`src/hw/rtl/fspa_ram.sv`:
```
// Generic single-write, single-read RAM with registered read data.
// No dependencies.
module fspa_ram #(
    parameter int WIDTH = 8,
    parameter int DEPTH = 16
) (
    input  logic                     i_clk,
    input  logic                     i_we,
    input  logic [$clog2(DEPTH)-1:0] i_waddr,
    input  logic [WIDTH-1:0]         i_wdata,
    input  logic [$clog2(DEPTH)-1:0] i_raddr,
    output logic [WIDTH-1:0]         o_rdata
);

    logic [WIDTH-1:0] r_mem [DEPTH];
    logic [WIDTH-1:0] r_rdata;

    always_ff @(posedge i_clk) begin
        if (i_we) begin
            r_mem[i_waddr] <= i_wdata;
        end
        r_rdata <= r_mem[i_raddr];
    end

    assign o_rdata = r_rdata;

endmodule
```
`config.mk`:
```
export PLATFORM = sky130hd
export DESIGN_NAME = fspa_ram
export DESIGN_NICKNAME = d
export VERILOG_FILES = /design/src/hw/rtl/fspa_ram.sv
export SDC_FILE = /design/constraint.sdc
export NUM_CORES = 1
export LEC_CHECK = 0
export BUFFER_PORTS_ARGS = -buffer_cell sky130_fd_sc_hd__buf_4
export CAP_MARGIN = 15
export CORE_MARGIN = 1
export CORE_UTILIZATION = 60
export DETAILED_ROUTE_END_ITERATION = 6
export GPL_TIMING_DRIVEN = 0
export PLACE_DENSITY = 0.83
export SKIP_CTS_REPAIR_TIMING = 1
export SYNTH_ARGS = -nofsm -noshare
export SYNTH_HDL_FRONTEND = slang
export SYNTH_SLANG_ARGS = --single-unit
```
`constraint.sdc`:
```
create_clock -name i_clk -period 2.5 [get_ports i_clk]
set_clock_uncertainty 0.2 [all_clocks]
set_input_delay 0.5 -clock i_clk [delete_from_list [all_inputs] [get_ports i_clk]]
set_output_delay 0.5 -clock i_clk [all_outputs]
set_load 0.005 [all_outputs]
```
; ---- Word level (Yosys, flattened, before mapping)
; Memory sizes are Yosys's and may differ from the RTL's. A register that Yosys moved wholly into a read port is not among the register bits.
; Index checks and enable logic that the tools add are counted.
[word_totals]
inputBits = 18
latchBits = 0
n_memories = 1
mem_bits_rw = 128
reg_bits = 0
output_inout_bits = 8
romBits = 0
wordCells = 3
[mem_list]
columns = name, depth, width, read_ports, rd_ports_with_merged_regs, write_ports, line_no
row1 = r_mem, 16, 8, 1, 1, 1, 15  ; logic [WIDTH-1:0] r_mem [DEPTH];
[classes]
mul = 0
bitwise = 0
eq_ne = 0
reduce_logical = 0
n_div = 0
add_sub_neg = 0
order_cmp = 0
shifts = 0
mux = 2
[ops]
columns = cell, n
row1 = $mux 1, 2

; ---- Longest topological paths before layout
[depth]
word_depth = 2
ltp_mapped = 5
depth_no_buf = 3

; ---- Worst setup path after synthesis
; No wires, ideal clock.
[synth_timing]
kind = input -> register
startpoint = in i_waddr[2]
endpoint = mem r_mem[0][0] (enable)
required_ns = 1.917
n_path_buf = 0
cell_stages = 2
arrival_time_ns = 1.610
setup_slack_ns = 0.307
setup_time_ns = 0.383
path_cell_list = or3b_2 > nor3_1
[synth_lines]
columns = item, line_no
row1 = from (decl), 9  ; input logic [$clog2(DEPTH)-1:0] i_waddr,
row2 = to (decl), 15
; No word-level cell before the write port.

; ---- Final worst setup path
[layout_timing]
startpoint = in i_waddr[2]
endpoint = mem r_mem[3][7] (enable)
; No word-level cell before the write port.

==> results.md <==
- Total negative slack: 0 ns
- IO Pins: 26
- Synth top cells by count: 128 x edfxtp_1, 18 x mux4_2, 16 x a22oi_1
- Relative slew slack: 0.410
- Htree depth: 4
- Vias post-DR: 2467
- WP data arrival: 1.83 ns
- Yosys top cell area share: 0.747
- Post-Synthesis Cells: 229
- GPL Wtd Cong: 0.722
- Crit-path leading delay family: simple AND/OR/NAND/NOR gates
- Antenna violations before repair: 0
- Core area: 8260 um2
- Die height: 94.6 um
- CP Class: primary input to flip-flop
- Clock transition at the registers of the reported paths: 0.06 ns
- Critical path's slowest cell: nor2_1
- Post-Route WL: 9.78 mm
- Fin crit period: 1.89 ns
- Slew @ Worst Pin: 0.882 ns
- ANT nets after route: 0
- CP cell instances: buf_4, or3b_2, nor2_1
- Num CTS Buffers: 17
- CTS tree: built
- Met1 wire length: 4.07 mm
- Worst path bufs/invs: 1
- Seq/Total Area, Yosys: 0.778
- Synth area leaders: edfxtp_1 75%, mux4_2 7.9%, mux4_1 7.1%
- RSZ-0062 raised after global routing: no
- Post-Syn Nets: 247
- Top Layer Used: met4
- Top FF cell, synth: edfxtp_1
- FMAX: 529 MHz
- Type of origin of the critical path: primary input
- Drt via density: 6.26
- Synth cell types: 19
- Post-detail-place hpwl: 5.77 mm
- DR WL met3: 764 um
- DRC: 0
- Leakage: 2.05 nW
- Vias in the first global route: 2433
- Clock share of power: 0.456
- Initial DRC Count: 339
- Worst setup margin: 0.608 ns
- Final Hold Viols: 0
- Slew Limit Fails: 0
- DIE AREA: 8950 um2
- Hold/Removal Path Class: primary input to flip-flop
- Layout cells sized above 1: 0.280
- Root buf cell: clkbuf_8
- Post-synth top area cell: edfxtp_1
- Finished Core Util: 0.733
- CP endpoint kind: flip-flop
- Clk Latency, worst-skew pair: 0.51 ns
- Critical Path RT: 2.44 ns
- PD cells: 856 nW/um2
- Pre-CTS worst setup slack: -0.248 ns
- Mean Syn Cell Area: 22.5 um2
- Max VDD drop: 0.617 mV
- Drt wl/cell: 24.8 um
- Antenna diode count: 0
- CTS Buffer Depth: 2
- Total of warnings raised by yosys: 0
- Met2 wire len: 4.70 mm
- Post-synth ARST share: 0
- Final setup fails: 0
- Number of flops mapped to enable cells by yosys: 128
- Sequential power share: 0.495
- Final worst path period share: 0.757
- IO buf count: 24
- Largest net degree at the start of global routing: 17
- Die width: 94.6 um
- Global-route wire length before repair: 14.5 mm
- DR pass1 iterations: 5
- Status: complete, no violations
- Grt total ovfl: 0
- Cell with the most instances after synthesis: edfxtp_1
- Final hold slack: 0.106 ns
- Combinational share of power: 0.049
- Gr usage total: 0.248
- Sw Share: 0.191
- Psw: 988 uW
- Syn-to-layout area delta: 17.5%
- Crit Path Max Fanout: 8
- Fin nets: 294
- Max Cap Viol: 0
- CP peak stage delay: 0.67 ns
- #FFs+latches synth: 136
- Post-Syn Area: 5150 um2
- CTS sink count: 136
- Pint: 4.19 mW
- Initial core utilization: 0.623
- Row count: 33
==> per-stage QoR <==
step | power, mW | std cells | cell area (um2)
4_1_cts | 5.19 | 390 | 6020
3_3_place_gp | 2.85 | 358 | 5460
5_1_grt | 5.32 | 394 | 6050
6_report | 5.18 | 394 | 6050
2_1_floorplan | 2.74 | 229 | 5150
3_5_place_dp | 2.86 | 358 | 5460
==> layer usage <==
| metal | global-route usage | up-vias |
|---|---|---|
| li1 | - | 1068 |
| met1 | 0.369 | 1247 |
| met2 | 0.355 | 136 |
| met3 | 0.0531 | 16 |
| met4 | 0.121 | 0 |
| met5 | 0 | - |
==> power by group through the flow <==
stage | clock network (mW) | logic, mW | registers [mW]
3_5_place_dp | 0 | 0.253 | 2.61
2_1_floorplan | 0 | 0.129 | 2.61
6_report | 2.36 | 0.255 | 2.56
5_1_grt | 2.48 | 0.274 | 2.57
3_3_place_gp | 0 | 0.243 | 2.61
4_1_cts | 2.37 | 0.257 | 2.57
==> cell usage in the layout, fill, tap and decap left out <==
master           instances
clkbuf_2                 1
mux4_1                  14
and2_1                   1
buf_6                    3
clkinv_2                 1
clkbuf_1                 8
nand2_1                  9
nand3b_1                 2
mux4_2                  18
and2b_1                  1
nor3_1                   4
nand3_1                  1
nor2_1                  13
dfxtp_1                  8
nand2b_1                 2
or3b_2                   1
clkbuf_8                 5
clkbuf_4                 3
edfxtp_1               128
nor2b_1                  1
clkdlybuf4s25_2          3
clkbuf_16               16
buf_2                    3
a22oi_1                 16
buf_4                   25
bufinv_16                2
==> worst register-to-register path, delay by kind of cell (launching register included) <==
kind	cells	cell delay, ns
mux	1	0.47
simple gates	1	0.11
flops	1	0.37
compound gates	1	0.33
==> worst paths after layout <==
kind	startpoint	to	slack (ns)	cells past startpoint
hold / removal	i_wdata[6]	r_mem[5][6]	0.11	1
setup reg to reg	r_mem[0][7]	o_rdata[7]	0.91	3
setup / recovery	i_waddr[2]	r_mem[3][7]	0.61	3
hold reg to reg	r_mem[9][1]	o_rdata[1]	0.47	3
==> sequential cells by signal, summed over array words and instances (netlist names) <==
signal / count
o_rdata: 8
r_mem: 128
==> cells by family after synthesis <==
group / Yosys count / share of synthesized area
buf+inv: 10 / 0.0168
simple gates: 35 / 0.0318
compound gates: 16 / 0.0233
mux: 32 / 0.150
flops: 136 / 0.778
==> area by class of cell <==
| type | instances | area, um2 |
|---|---|---|
| flip-flops and latches | 136 | 4000 |
| clock buffers | 29 | 499 |
| well taps | 105 | 131 |
| fillers | 478 | 2210 |
| clock inverters | 3 | 65.1 |
| multi-input cells | 83 | 1060 |
| plain buffers | 10 | 86.3 |
| repair buffers | 28 | 208 |
(Power assumes the default switching activity.)
